`src/rtl/twg_pkg.sv`:
```
package twg_pkg;

  // configuration register indexes
  localparam logic [2:0] CFG_WAVEFORM = 3'd0;
  localparam logic [2:0] CFG_DUTY     = 3'd1;
  localparam logic [2:0] CFG_AMP      = 3'd2;
  localparam logic [2:0] CFG_OFFSET   = 3'd3;
  localparam logic [2:0] CFG_PERIOD   = 3'd4;

  // waveform select codes
  localparam logic [2:0] WAVE_OFF      = 3'd0;
  localparam logic [2:0] WAVE_SINE     = 3'd1;
  localparam logic [2:0] WAVE_TRIANGLE = 3'd2;
  localparam logic [2:0] WAVE_SQUARE   = 3'd3;
  localparam logic [2:0] WAVE_SAW_UP   = 3'd4;
  localparam logic [2:0] WAVE_SAW_DOWN = 3'd5;
  localparam logic [2:0] WAVE_DC       = 3'd6;
  localparam logic [2:0] WAVE_UNUSED   = 3'd7;

  // field widths
  localparam int WAVE_W   = 3;
  localparam int DUTY_W   = 7;
  localparam int AMP_W    = 13;
  localparam int OFFSET_W = 14;
  localparam int PERIOD_W = 16;
  localparam int CFG_W    = 16;
  localparam int DAC_W    = 12;
  localparam int SHAPE_W  = 17;

  // reset values
  localparam logic [WAVE_W-1:0]   WAVE_RST   = WAVE_SINE;
  localparam logic [AMP_W-1:0]    AMP_RST    = 13'd2048;
  localparam logic [PERIOD_W-1:0] PERIOD_RST = 16'd839;

  localparam int DEFAULT_TABLE_LENGTH = 100;

  // shape scale: +1.0 in Q2.15 (17-bit signed)
  localparam int Q_ONE      = 32768;
  localparam int Q_SHIFT    = 15;
  localparam int DAC_MID    = 2048;
  localparam int DAC_MAX    = 4095;

  // sine rom: 100 steps a period, half period is 50, quarter is 25
  localparam int SINE_STEPS = 100;
  localparam int SINE_HALF  = 50;
  localparam int SINE_QTR   = 25;
  localparam int QUARTER_SINE [26] = '{
    0, 2058, 4107, 6140, 8149, 10126, 12063, 13952, 15786, 17558,
    19261, 20887, 22431, 23887, 25248, 26510, 27667, 28715, 29649, 30467,
    31164, 31739, 32188, 32510, 32703, 32768
  };

endpackage

```
`src/rtl/table_waveform_generator.sv`:
```
// Table waveform generator: every input item is one timer tick (restart=0) or a restart
// (restart=1, clears the tick divider and the phase index, no result). Every
// period_minus_one+1 ticks one 12-bit saturated DAC code is produced for the current table
// index, which then advances modulo TABLE_LENGTH; waveform off (or code 7) keeps counting
// but gives no result. One item is taken per clock cycle unless output back-pressure stalls
// it; results pass four registered stages: divider and phase index, shape table read,
// multiply by amplitude, offset add and clamp into the output register. The user must
// write configuration via cfg_wr_en/cfg_index/cfg_data while idle; the block won't enforce.
module table_waveform_generator #(
  parameter int TABLE_LENGTH = twg_pkg::DEFAULT_TABLE_LENGTH
) (
  input  logic                       clk,
  input  logic                       rst_n,
  input  logic                       cfg_wr_en,
  input  logic [2:0]                 cfg_index,
  input  logic [twg_pkg::CFG_W-1:0]  cfg_data,
  input  logic                       in_valid,
  output logic                       in_ready,
  input  logic                       in_restart,
  output logic                       out_valid,
  input  logic                       out_ready,
  output logic [twg_pkg::DAC_W-1:0]  out_dac_code,
  output logic                       out_cycle_start
);

  localparam int PW = $clog2(TABLE_LENGTH);
  localparam logic [PW-1:0] LAST_IDX = PW'(TABLE_LENGTH - 1);
  localparam logic [PW-1:0] HALF_IDX = PW'(TABLE_LENGTH / 2);
  localparam int CMP_W = (PW > twg_pkg::DUTY_W) ? PW : twg_pkg::DUTY_W;
  localparam int SUM_W = 17;

  // configuration registers
  logic [twg_pkg::WAVE_W-1:0]          wave_r;
  logic [twg_pkg::DUTY_W-1:0]          duty_r;
  logic [twg_pkg::AMP_W-1:0]           amp_r;
  logic signed [twg_pkg::OFFSET_W-1:0] offset_r;
  logic [twg_pkg::PERIOD_W-1:0]        period_r;

  // divider state
  logic [twg_pkg::PERIOD_W-1:0] tick_r, tick_nxt;
  logic [PW-1:0]                phase_r, phase_nxt;

  // pipeline stages
  logic                                s1_vld_r, s1_vld_nxt, s1_first_r, s1_first_nxt;
  logic [PW-1:0]                       s1_idx_r, s1_idx_nxt;
  logic                                s2_vld_r, s2_first_r;
  logic signed [twg_pkg::SHAPE_W-1:0]  s2_shape_r, shape_nxt;
  logic                                s3_vld_r, s3_first_r;
  logic signed [30:0]                  s3_prod_r;
  logic                                out_vld_r, out_first_r;
  logic [twg_pkg::DAC_W-1:0]           out_code_r, code_nxt;

  logic en_out, en3, en2, en1, accept;

  // shape tables, constant per entry
  logic signed [twg_pkg::SHAPE_W-1:0] ramp_tbl [TABLE_LENGTH];
  logic signed [twg_pkg::SHAPE_W-1:0] sine_tbl [TABLE_LENGTH];

  for (genvar g = 0; g < TABLE_LENGTH; g++) begin : g_tbl
    localparam int RAMP = (2 * 65536 * g + (TABLE_LENGTH - 1)) / (2 * (TABLE_LENGTH - 1))
                          - twg_pkg::Q_ONE;
    localparam int SN   = (g * twg_pkg::SINE_STEPS) / TABLE_LENGTH;
    localparam int SQ   = SN % twg_pkg::SINE_HALF;
    localparam int SQI  = (SQ <= twg_pkg::SINE_QTR) ? SQ : (twg_pkg::SINE_HALF - SQ);
    localparam int SA   = twg_pkg::QUARTER_SINE[SQI];
    localparam int SV   = (SN >= twg_pkg::SINE_HALF) ? -SA : SA;
    assign ramp_tbl[g] = twg_pkg::SHAPE_W'(RAMP);
    assign sine_tbl[g] = twg_pkg::SHAPE_W'(SV);
  end

  // stage enables, each stage moves when its successor has room
  assign en_out   = !out_vld_r || out_ready;
  assign en3      = !s3_vld_r || en_out;
  assign en2      = !s2_vld_r || en3;
  assign en1      = !s1_vld_r || en2;
  assign in_ready = en1;
  assign accept   = in_valid && in_ready;

  // configuration writes
  always_ff @(posedge clk) begin
    if (!rst_n) begin
      wave_r   <= twg_pkg::WAVE_RST;
      duty_r   <= '0;
      amp_r    <= twg_pkg::AMP_RST;
      offset_r <= '0;
      period_r <= twg_pkg::PERIOD_RST;
    end else if (cfg_wr_en) begin
      case (cfg_index)
        twg_pkg::CFG_WAVEFORM: wave_r   <= cfg_data[twg_pkg::WAVE_W-1:0];
        twg_pkg::CFG_DUTY:     duty_r   <= cfg_data[twg_pkg::DUTY_W-1:0];
        twg_pkg::CFG_AMP:      amp_r    <= cfg_data[twg_pkg::AMP_W-1:0];
        twg_pkg::CFG_OFFSET:   offset_r <= $signed(cfg_data[twg_pkg::OFFSET_W-1:0]);
        twg_pkg::CFG_PERIOD:   period_r <= cfg_data[twg_pkg::PERIOD_W-1:0];
        default: ;
      endcase
    end
  end

  // tick divider and phase index
  always_comb begin
    tick_nxt     = tick_r;
    phase_nxt    = phase_r;
    s1_vld_nxt   = 1'b0;
    s1_idx_nxt   = phase_r;
    s1_first_nxt = (phase_r == '0);
    if (accept) begin
      if (in_restart) begin
        tick_nxt  = '0;
        phase_nxt = '0;
      end else if (tick_r < period_r) begin
        tick_nxt = tick_r + 1'b1;
      end else begin
        tick_nxt   = '0;
        phase_nxt  = (phase_r == LAST_IDX) ? '0 : phase_r + 1'b1;
        s1_vld_nxt = (wave_r != twg_pkg::WAVE_OFF) && (wave_r != twg_pkg::WAVE_UNUSED);
      end
    end
  end

  always_ff @(posedge clk) begin
    if (!rst_n) begin
      tick_r   <= '0;
      phase_r  <= '0;
      s1_vld_r <= 1'b0;
    end else begin
      tick_r  <= tick_nxt;
      phase_r <= phase_nxt;
      if (en1) begin
        s1_vld_r <= s1_vld_nxt;
      end
    end
  end

  always_ff @(posedge clk) begin
    if (en1) begin
      s1_idx_r   <= s1_idx_nxt;
      s1_first_r <= s1_first_nxt;
    end
  end

  // shape lookup for the sample index
  logic [PW-1:0] tri_j, ramp_k;
  logic [PW:0]   tri_k2;

  always_comb begin
    tri_j  = (s1_idx_r < HALF_IDX) ? s1_idx_r : (LAST_IDX - s1_idx_r);
    tri_k2 = {tri_j, 1'b0};
    case (wave_r)
      twg_pkg::WAVE_TRIANGLE: ramp_k = tri_k2[PW-1:0];
      twg_pkg::WAVE_SAW_DOWN: ramp_k = LAST_IDX - s1_idx_r;
      default:                ramp_k = s1_idx_r;
    endcase
    case (wave_r)
      twg_pkg::WAVE_SINE:     shape_nxt = sine_tbl[s1_idx_r];
      twg_pkg::WAVE_TRIANGLE,
      twg_pkg::WAVE_SAW_UP,
      twg_pkg::WAVE_SAW_DOWN: shape_nxt = ramp_tbl[ramp_k];
      twg_pkg::WAVE_SQUARE: begin
        if (CMP_W'(s1_idx_r) < CMP_W'(duty_r)) begin
          shape_nxt = twg_pkg::SHAPE_W'(twg_pkg::Q_ONE);
        end else begin
          shape_nxt = twg_pkg::SHAPE_W'(-twg_pkg::Q_ONE);
        end
      end
      default:                shape_nxt = '0;
    endcase
  end

  always_ff @(posedge clk) begin
    if (!rst_n) begin
      s2_vld_r <= 1'b0;
    end else if (en2) begin
      s2_vld_r <= s1_vld_r;
    end
  end

  always_ff @(posedge clk) begin
    if (en2) begin
      s2_shape_r <= shape_nxt;
      s2_first_r <= s1_first_r;
    end
  end

  // scale by amplitude
  always_ff @(posedge clk) begin
    if (!rst_n) begin
      s3_vld_r <= 1'b0;
    end else if (en3) begin
      s3_vld_r <= s2_vld_r;
    end
  end

  always_ff @(posedge clk) begin
    if (en3) begin
      s3_prod_r  <= 31'(s2_shape_r * $signed({1'b0, amp_r}));
      s3_first_r <= s2_first_r;
    end
  end

  // floor divide by one unit, add offset and midscale, saturate
  logic signed [15:0]      scaled;
  logic signed [SUM_W-1:0] sum;

  always_comb begin
    scaled = s3_prod_r[30:twg_pkg::Q_SHIFT];
    sum    = SUM_W'(scaled) + SUM_W'(offset_r) + SUM_W'(twg_pkg::DAC_MID);
    if (sum < 0) begin
      code_nxt = '0;
    end else if (sum > SUM_W'(twg_pkg::DAC_MAX)) begin
      code_nxt = twg_pkg::DAC_W'(twg_pkg::DAC_MAX);
    end else begin
      code_nxt = sum[twg_pkg::DAC_W-1:0];
    end
  end

  always_ff @(posedge clk) begin
    if (!rst_n) begin
      out_vld_r <= 1'b0;
    end else if (en_out) begin
      out_vld_r <= s3_vld_r;
    end
  end

  always_ff @(posedge clk) begin
    if (en_out) begin
      out_code_r  <= code_nxt;
      out_first_r <= s3_first_r;
    end
  end

  assign out_valid       = out_vld_r;
  assign out_dac_code    = out_code_r;
  assign out_cycle_start = out_first_r;

endmodule

```
`config.mk`:
```
export PLATFORM = sky130hd
export DESIGN_NAME = table_waveform_generator
export DESIGN_NICKNAME = d
export VERILOG_FILES = /design/src/rtl/twg_pkg.sv /design/src/rtl/table_waveform_generator.sv
export SDC_FILE = /design/constraint.sdc
export NUM_CORES = 1
export LEC_CHECK = 0
export BUFFER_PORTS_ARGS = -buffer_cell sky130_fd_sc_hd__buf_2
export CAP_MARGIN = 20
export CORE_MARGIN = 1.5
export CORE_UTILIZATION = 40
export DETAILED_ROUTE_END_ITERATION = 8
export GPL_TIMING_DRIVEN = 1
export PLACE_DENSITY = 0.6
export SLEW_MARGIN = 20
export SYNTH_ARGS = -nofsm -noshare
export SYNTH_HDL_FRONTEND = slang
export SYNTH_SLANG_ARGS = --single-unit
```
`constraint.sdc`:
```
create_clock -name clk -period 6.3 [get_ports clk]
set_input_delay 0.63 -clock clk [delete_from_list [all_inputs] [get_ports clk]]
set_output_delay 0.63 -clock clk [all_outputs]
set_load 0.005 [all_outputs]
```
Yosys cells after proc, flatten, opt, wreduce, memory -nomap -nowiden
Memory sizes are Yosys's and may differ from the RTL's.
Index checks and enable logic that the tools add are counted.
Word-level totals
  memories: 2
  word-level logic and storage cells: 85
  ROM bits: 4352
  register bits: 151
  output and inout bits: 15
  input port bits: 25
Memories
  (no name shown): words 128, bits a word 17, read ports 1, clocked after memory_dff 0, write ports 0, line table_waveform_generator.sv:157  | twg_pkg::WAVE_SAW_DOWN: shape_nxt = ramp_tbl[ramp_k];
  (no name shown): words 128, bits a word 17, read ports 1, clocked after memory_dff 0, write ports 0, line table_waveform_generator.sv:154  | twg_pkg::WAVE_SINE: shape_nxt = sine_tbl[s1_idx_r];
Operators by class
  bitwise gates (word level): 2
  equal/unequal tests: 12
  $mul: 1
  magnitude comparators: 7
  reduce and logical (&&, ||, !) cells: 20
  $add $sub $neg: 5
  mux-type cells: 17
Operators with widths (count)
  2-to-1 mux 17 bit: 5
  one-hot mux 17 bit (3 select lines): 1
  2-to-1 mux 16 bit: 2
  multiplier 17 x 14 -> 31 bit: 1
  2-to-1 mux 7 bit: 3
  adder 16 x 14 -> 17 bit: 1
  adder 17 x 13 -> 17 bit (second input constant): 1
  greater-than comparator 17 x 13 -> 1 bit (second input constant): 1
  less-than comparator 17 x 1 -> 1 bit (second input constant): 1
  adder 16 x 1 -> 16 bit (second input constant): 1
  >= comparator 8 bit (second input constant): 2
  less-than comparator 16 bit: 1
  inverter 7 -> 8 bit: 2
  one-hot mux 7 bit (2 select lines): 1
  equality test 3 x 2 -> 1 bit (second input constant): 4
  2-to-1 mux 12 bit: 1
  AND reduction 2 bit: 6
  equality test 3 bit (second input constant): 3
  adder 7 x 1 -> 7 bit (second input constant): 1
  equality test 7 bit (second input constant): 1
  logical NOT 7 bit: 1
  less-than comparator 7 x 6 -> 1 bit (second input constant): 1
  less-than comparator 7 bit: 1
  subtractor 7 bit (first input constant): 1
  other kinds (11): 21

Logic depth before layout (Yosys ltp)
Gate-level depths: netlist of the first run.
  depth after elaboration: 8
  mapped depth: 23
  gate-level depth less buffers: 22

Least setup slack after synthesis of the first run
OpenSTA, ideal clock, no wires.
  path kind: register to register
  start: register s2_shape_r[7] (netlist name)
  end: register s3_prod_r[22] (data pin)
  setup slack: 0.329 ns
  data arrival time: 5.701 ns
  setup time: 0.270 ns
  cell stages (with the launch flop): 21
  cells stage by stage: edfxtp_1 -> clkbuf_1 -> and2_1 -> fa_1 -> inv_1 -> fa_1 -> inv_1 -> fa_1 -> inv_1 -> fa_1 -> inv_1 -> fa_1 -> fa_1 -> ha_1 -> nor2b_1 -> a2111oi_0 -> a21oi_1 -> o31a_1 -> o41a_1 -> a31oi_1 -> a211oi_1
On the way
  longest elaborated chain between the ends: 1
RTL lines
  start, declared: line table_waveform_generator.sv:47  | logic signed [twg_pkg::SHAPE_W-1:0] s2_shape_r, shape_nxt;
  start signal, assigned: line table_waveform_generator.sv:179  | s2_shape_r <= shape_nxt;
  multiplier 17 x 14 -> 31 bit: line table_waveform_generator.sv:195  | s3_prod_r <= 31'(s2_shape_r * $signed({1'b0, amp_r}));
  end signal, assigned: line table_waveform_generator.sv:195
  end, declared: line table_waveform_generator.sv:49  | logic signed [30:0] s3_prod_r;
No other way between the ends.
A chain may end at the register's enable or synchronous reset.

Worst setup path in the final report of the first run
  start: register amp_r[3] (netlist name)
  end: register s3_prod_r[29] (data pin)
On the way
  longest elaborated chain between the ends: 1
RTL lines
  start, declared: line table_waveform_generator.sv:35  | logic [twg_pkg::AMP_W-1:0] amp_r;
  start signal, assigned: line table_waveform_generator.sv:84  | amp_r <= twg_pkg::AMP_RST;
  start signal, assigned: line table_waveform_generator.sv:91  | twg_pkg::CFG_AMP: amp_r <= cfg_data[twg_pkg::AMP_W-1:0];
  multiplier 17 x 14 -> 31 bit: line table_waveform_generator.sv:195
No other way between the ends.

==> impl_metrics.toml, run 1 <==
[detailed_routing]
via_per_inst = 5.63
firstDrtPassIters = 6
ant_nets = 0
routed_wirelength_mm = 52.7
initialDrtViolationCount = 1558
drc = 0
vias = 16000
routedWlPerCell_um = 18.5

[floorplanning]
io_pins = 40
fp.dieH_um = 220
rows = 79
die_area_um2 = 48300
initial_core_util_pct = 40.4
die_x_um = 220
coreArea_um2 = 46500

[layout]
regArea_um2 = 3290
nFillCells = 4569
final_cell_area_um2 = 20300
syn2layout_area_growth_pct = 8.33
multi_input_comb_area_um2 = 13800
diodes = 0
drive_gt1_share_pct = 8.45
fin_nets = 2616

[min_path]
hold_depth = 0
hp-class = "register to register"

[global_routing]
busiest_layer = "met2"
gr-usage-met3_pct = 2.90
grt_util_all_layers_pct = 22.3
met1_usage_pct = 31.0
grt_remaining_overflow = 0
antenna_found_initial = 0
grt_max_degree = 75
grt_pass1_wl_mm = 85.2
grt_util_met2_pct = 36.5
grt_pass1_vias = 15800

[synth]
avgSynthCellArea_um2 = 8.41
yosys-top-cells-area = "fa_1, ha_1, edfxtp_1, dfxtp_1, nand2_1"
ys_seq_elements = 136
synth-edff-count = 56
synth_cells = 2233
ys_seq_area_share_pct = 17.5
synth_flop_cell = "dfxtp_1"
ys_types = 97
synth.cell_area_um2 = 18800
ys_warn_count = 0
synth_top_cell_by_area = "fa_1"
synth_fp_nets = 2624
async_flop_share_pct = 0
synth_top_area_share_pct = 22.7

[pwr]
ir_drop_mv = 0.138
total_power_mw = 2.25
p_leak_nw = 9.41
cellPowerDensity_nw_per_um2 = 110

[worst_setup_path]
crit_chain = "buf_4 > and2_1 > inv_1 > fa_1 > fa_1 > inv_1 > fa_1 > fa_1 > fa_1 > inv_1 > fa_1 > inv_1 > ha_1 > a21o_1 > a21o_1 > a22o_1 > a211o_1 > and2_1 > xor2_1"
r2r-start = "amp_r[3]"
critPathMaxStageDelay_ps = 540
crit_top_cell = "fa_1"
rr_endpoint = "s3_prod_r[29]"
endpoint = "s3_prod_r[29]"
cp-startpoint = "amp_r[3]"
crit_path_max_fanout = 6
startpoint_type = "register"
cp_slowest_cell = "fa_1"
end_kind = "register"
path_class = "register to register"
required_ps = 6490
rrSetupSlack_ps = 240
worstPathArrival_ps = 6250
ff2ff_path_depth = 19

[placed_design]
gp_congestion = 0.969
pre_cts_ws_ps = -87.2
place_hpwl_mm = 40.7
port_buffers = 39
dpl_cell_area_um2 = 19600

[sta]
max_freq_mhz = 165
hold_viol = 0
tightest_slew_ps = 990
finalWorstSetupSlack_ps = 236
finClkSkew_ps = 14.8
setup_tns_ps = 0
max_slew_margin_pct = 33.7
period_share_pct = 96.3
slew_violations = 0
whs_ps = 437
setup_viol = 0
fin_crit_ps = 6060

[clock_network]
cts.path.max_buffers = 2
cts_made_buffers = 17
clock_latency_ps = 450
clk_pin_slew_ps = 70
htreeDepth = 4
cts_root_buf = "clkbuf_16"
cts.sinks = 136
cts_tree = "done"

[run]
cap_violations = 0

[status]
outcome = "completed"
## worst min-delay path by stage
stage               startpoint              end  slack [ps]
floorplan           s3_first_r  out_cycle_start         400
global placement    s2_first_r       s3_first_r         410
detailed placement  s3_first_r  out_cycle_start         420
CTS                 s3_first_r  out_cycle_start         440
global route        s2_first_r       s3_first_r         440
finish              s3_first_r  out_cycle_start         440
## per-stage QoR
step / utilization (%) / instances
finish: 43.8 / 2845
global route: 43.8 / 2845
CTS: 43.5 / 2835
global placement: 42.2 / 2800
floorplan: - / 2233
detailed placement: 42.2 / 2800
## cells in the final DEF (no fill, tap or decap), drive strengths merged, types with 20 or more instances in the layout
master,instances
a211oi,21
a21boi,42
a21oi,109
and2,117
buf,105
dfxtp,80
edfxtp,56
fa,213
ha,153
inv,304
nand2,316
nand2b,20
nand3,54
nor2,122
nor2b,23
nor3,34
o211ai,31
o21ai,84
xnor2,27
xor2,24
## synth_stat cells (17+ instances only)
cell type and n:
o21ai_0 73, edfxtp_1 56, buf_2 21, a211oi_1 20, dfxtp_1 80, nor2_1 118
fa_1 213, nor3_1 32, inv_1 294, nand3_1 53, clkbuf_1 90, xnor2_1 25
a21boi_0 41, a21o_1 17, nand2_1 313, nor2b_1 23, xor2_1 24, and2_1 114
nand2b_1 20, o211ai_1 30, ha_1 153, a21oi_1 109, mux2i_1 18
## sequential cells by signal, indices dropped and copies added, names as in the netlist
name	flops
out_valid	1
s3_vld_r	1
s2_shape_r	17
s3_first_r	1
s1_idx_r	7
s1_first_r	1
s2_vld_r	1
s2_first_r	1
duty_r	7
amp_r	13
s1_vld_r	1
phase_r	7
tick_r	16
out_dac_code	12
out_cycle_start	1
period_r	16
wave_r	3
offset_r	14
s3_prod_r	16
## cell type report
type	count	share of cell area, %
Clock buffer	17	2.09
Clock inverter	15	0.953
Sequential cell	136	16.2
Timing Repair Buffer	105	3.52
Multi-Input combinational cell	1666	68.0
Tap cell	607	3.73
Inverter	299	5.52
## where the power goes
part / total, mW / switching [mW] / leakage [nW] / internal, mW
logic: 0.236 / 0.140 / 7.81 / 0.0963
clock network: 1.03 / 0.490 / 0.300 / 0.543
registers: 0.979 / 0.0208 / 1.30 / 0.958
total: 2.25 / 0.651 / 9.41 / 1.60
## per-layer routing
metal  share of wire, %  routed length, µm  up-vias
li1                   -                  -     7498
met1                 45              23500     7807
met2                 46              24500      627
met3                6.8               3600       96
met4                2.1               1130        0
met5                  0                  0        -
## critical path: cells and delay by family (launching register included)
| family | cells | cell delay [ps] |
|---|---|---|
| flip-flops | 1 | 370 |
| adder cells (fa/ha/maj) | 7 | 3420 |
| AND/OR/NAND/NOR | 2 | 320 |
| AO/OA/AOI/OAI | 4 | 960 |
| XOR/XNOR | 1 | 140 |
| buffers and inverters | 5 | 630 |
## timing repair
| action | CTS | global route |
|---|---|---|
| gates resized for setup | 1 | 12 |
| endpoints found under the setup margin | 4 | 11 |
| buffers inserted | 3 | 10 |
| pin swaps | 0 | 2 |
| hold buffers | 0 | 0 |
## cells by family (layout without fill, tap and decap cells)
kind of cell,Yosys count,after routing,synth area share (%)
adder cells (fa/ha/maj),367,367,33.0
multiplexers,27,27,1.88
buffers and inverters,431,436,9.04
AO/OA/AOI/OAI,463,463,16.7
AND/OR/NAND/NOR,758,758,19.4
flip-flops,136,136,17.5
XOR/XNOR,51,51,2.46
No activity file was read; power rests on OpenSTA's default activity.
==> run 2: changes to the inputs <==
--- a/config.mk
+++ b/config.mk
@@ -11,7 +11,7 @@
 export CORE_UTILIZATION = 40
 export DETAILED_ROUTE_END_ITERATION = 8
 export GPL_TIMING_DRIVEN = 1
-export PLACE_DENSITY = 0.6
+export PLACE_DENSITY_LB_ADDON = 0.2
 export SLEW_MARGIN = 20
 export SYNTH_ARGS = -nofsm -noshare
 export SYNTH_HDL_FRONTEND = slang
==> run 2 against run 1 <==
  * Count of clock-buffer cells in the layout did not move
  * Total power grew 1.2%
  * Critical path depth is 3 higher
  * Flip-flop and latch count is the same
  * Maximum frequency barely moved
  * Hold slack lost 14 ps
  * Core utilization rose by 0.056 points
  * Cell area is 0.13% higher
  * Sequential share of layout area is essentially flat
  * Largest cell class unchanged
  * Highest routed layer unchanged
==> impl_metrics.toml, run 2 (synthesis gave the netlist of run 1 again) <==
[status]
outcome = "completed"

[detailed_routing]
routedWlPerCell_um = 18.6
vias = 15900
drc = 0
ant_nets = 0
initialDrtViolationCount = 1459
routed_wirelength_mm = 52.9
via_per_inst = 5.60
firstDrtPassIters = 6

[placed_design]
dpl_cell_area_um2 = 19600
place_hpwl_mm = 41.5
port_buffers = 39
gp_congestion = 0.928
pre_cts_ws_ps = -125
place_inst = 2800

[clock_network]
cts_tree = "done"
htreeDepth = 4
clock_latency_ps = 440
cts.sinks = 136
cts_root_buf = "clkbuf_16"
cts.path.max_buffers = 2
postCtsHoldBufs = 0
cts_made_buffers = 17
clk_pin_slew_ps = 70

[floorplanning]
rows = 79
io_pins = 40
fp.dieH_um = 220
initial_core_util_pct = 40.4
die_area_um2 = 48300
coreArea_um2 = 46500
die_x_um = 220

[min_path]
hold_depth = 0
min_from = "s2_first_r"
hp-class = "register to register"
holdPathEnd = "s3_first_r"

[pwr]
ir_drop_mv = 0.144
clkPwrFrac_pct = 46.4
total_power_mw = 2.27
cellPowerDensity_nw_per_um2 = 112
p_comb_share_pct = 10.6
switching_share_pct = 28.3
p_sw_uw = 642
p_int_mw = 1.63
seq_power_share_pct = 43.0
p_leak_nw = 9.39

[sta]
fin_crit_ps = 6070
max_freq_mhz = 165
setup_tns_ps = 0
whs_ps = 423
max_slew_margin_pct = 29.5
slew_violations = 0
period_share_pct = 96.3
tightest_slew_ps = 1050
finalWorstSetupSlack_ps = 234
hold_viol = 0
setup_viol = 0
finClkSkew_ps = 13.8

[worst_setup_path]
cp.buffers_inverters = 6
critPathMaxStageDelay_ps = 510
startpoint_type = "register"
r2r-start = "s2_shape_r[7]"
worstPathArrival_ps = 6270
crit_chain = "buf_4 > and2_1 > fa_1 > inv_1 > fa_1 > inv_1 > fa_1 > fa_1 > fa_1 > inv_1 > fa_1 > inv_1 > ha_1 > a211oi_1 > nand3_1 > nor2_1 > a211oi_4 > nor3b_2 > buf_4 > a211o_1 > and2_1 > xor2_1"
rr_endpoint = "s3_prod_r[29]"
required_ps = 6500
crit_top_cell = "fa_1"
rrSetupSlack_ps = 230
cp_slowest_cell = "fa_1"
ff2ff_path_depth = 22
path_class = "register to register"
critical_path_depth = 22
crit_path_max_fanout = 12
end_kind = "register"
path_delay_family = "adder cells"

[run]
cap_violations = 0

[layout]
drive_gt1_share_pct = 8.03
multi_input_comb_area_um2 = 13900
fin_nets = 2608
regArea_um2 = 3280
final_core_util_pct = 43.9
diodes = 0
layout_common_cells = "nand2_1, inv_1, fa_1"
largest_register = "s2_shape_r"
nFillCells = 4684
mostFrequentLayoutCell = "nand2_1"
layoutNonFillerInstCount = 2837
syn2layout_area_growth_pct = 8.47
final_cell_area_um2 = 20400
largest_reg_flops = 17

[global_routing]
grt_remaining_overflow = 0
grt_util_all_layers_pct = 22.5
grt_pass1_wl_mm = 85.8
antenna_found_initial = 0
grt_pass1_vias = 15500
grt_max_degree = 74
==> run 2: cell type report <==
type | count | share of cell area (%)
clock inverter | 15 | 0.995
sequential | 136 | 16.1
tap | 607 | 3.73
clock buffer | 17 | 2.09
timing repair buffer | 97 | 3.53
inverter | 299 | 5.51
multi-input combinational | 1666 | 68.0
==> run 2: per-layer routing <==
metal / global-route usage [%] / share of wire, % / vias to the layer above
met5: 0 / 0 / -
met4: 6.10 / 2.2 / 0
met3: 2.50 / 5.7 / 77
met2: 37.4 / 47 / 558
met1: 30.8 / 45 / 7793
li1: - / - / 7469
==> run 2: timing repair <==
item	CTS	global route
endpoints found under the setup margin	7	8
gates resized for setup	3	10
pin swaps	0	3
buffers inserted	0	5
==> run 2: power by group through the flow <==
stage	sequential [mW]	combinational (mW)	clock, mW
6_report	0.977	0.241	1.06
5_1_grt	0.982	0.270	1.12
4_1_cts	0.978	0.240	1.08
3_5_place_dp	0.997	0.238	0
3_3_place_gp	0.996	0.236	0
2_1_floorplan	0.994	0.145	0
==> run 2: worst reg2reg max path: cells and delay by family, from the launching register on <==
family                     cells  cell delay (ps)
xor gates and xnor gates       1              130
buffers and inverters          6              540
AOI/OAI and AO/OA              3              710
adders and majority gates      7             3180
DFF                            1              400
and+or+nand+nor                5              860
==> run 2: worst max-delay path by stage <==
| stage | from | end |
|---|---|---|
| CTS | s2_shape_r[7] | s3_prod_r[22] |
| global route | s2_shape_r[4] | s3_prod_r[20] |
| global placement | s2_shape_r[4] | s3_prod_r[22] |
| finish | s2_shape_r[7] | s3_prod_r[29] |
| floorplan | s2_shape_r[7] | s3_prod_r[22] |
| detailed placement | s2_shape_r[4] | s3_prod_r[22] |
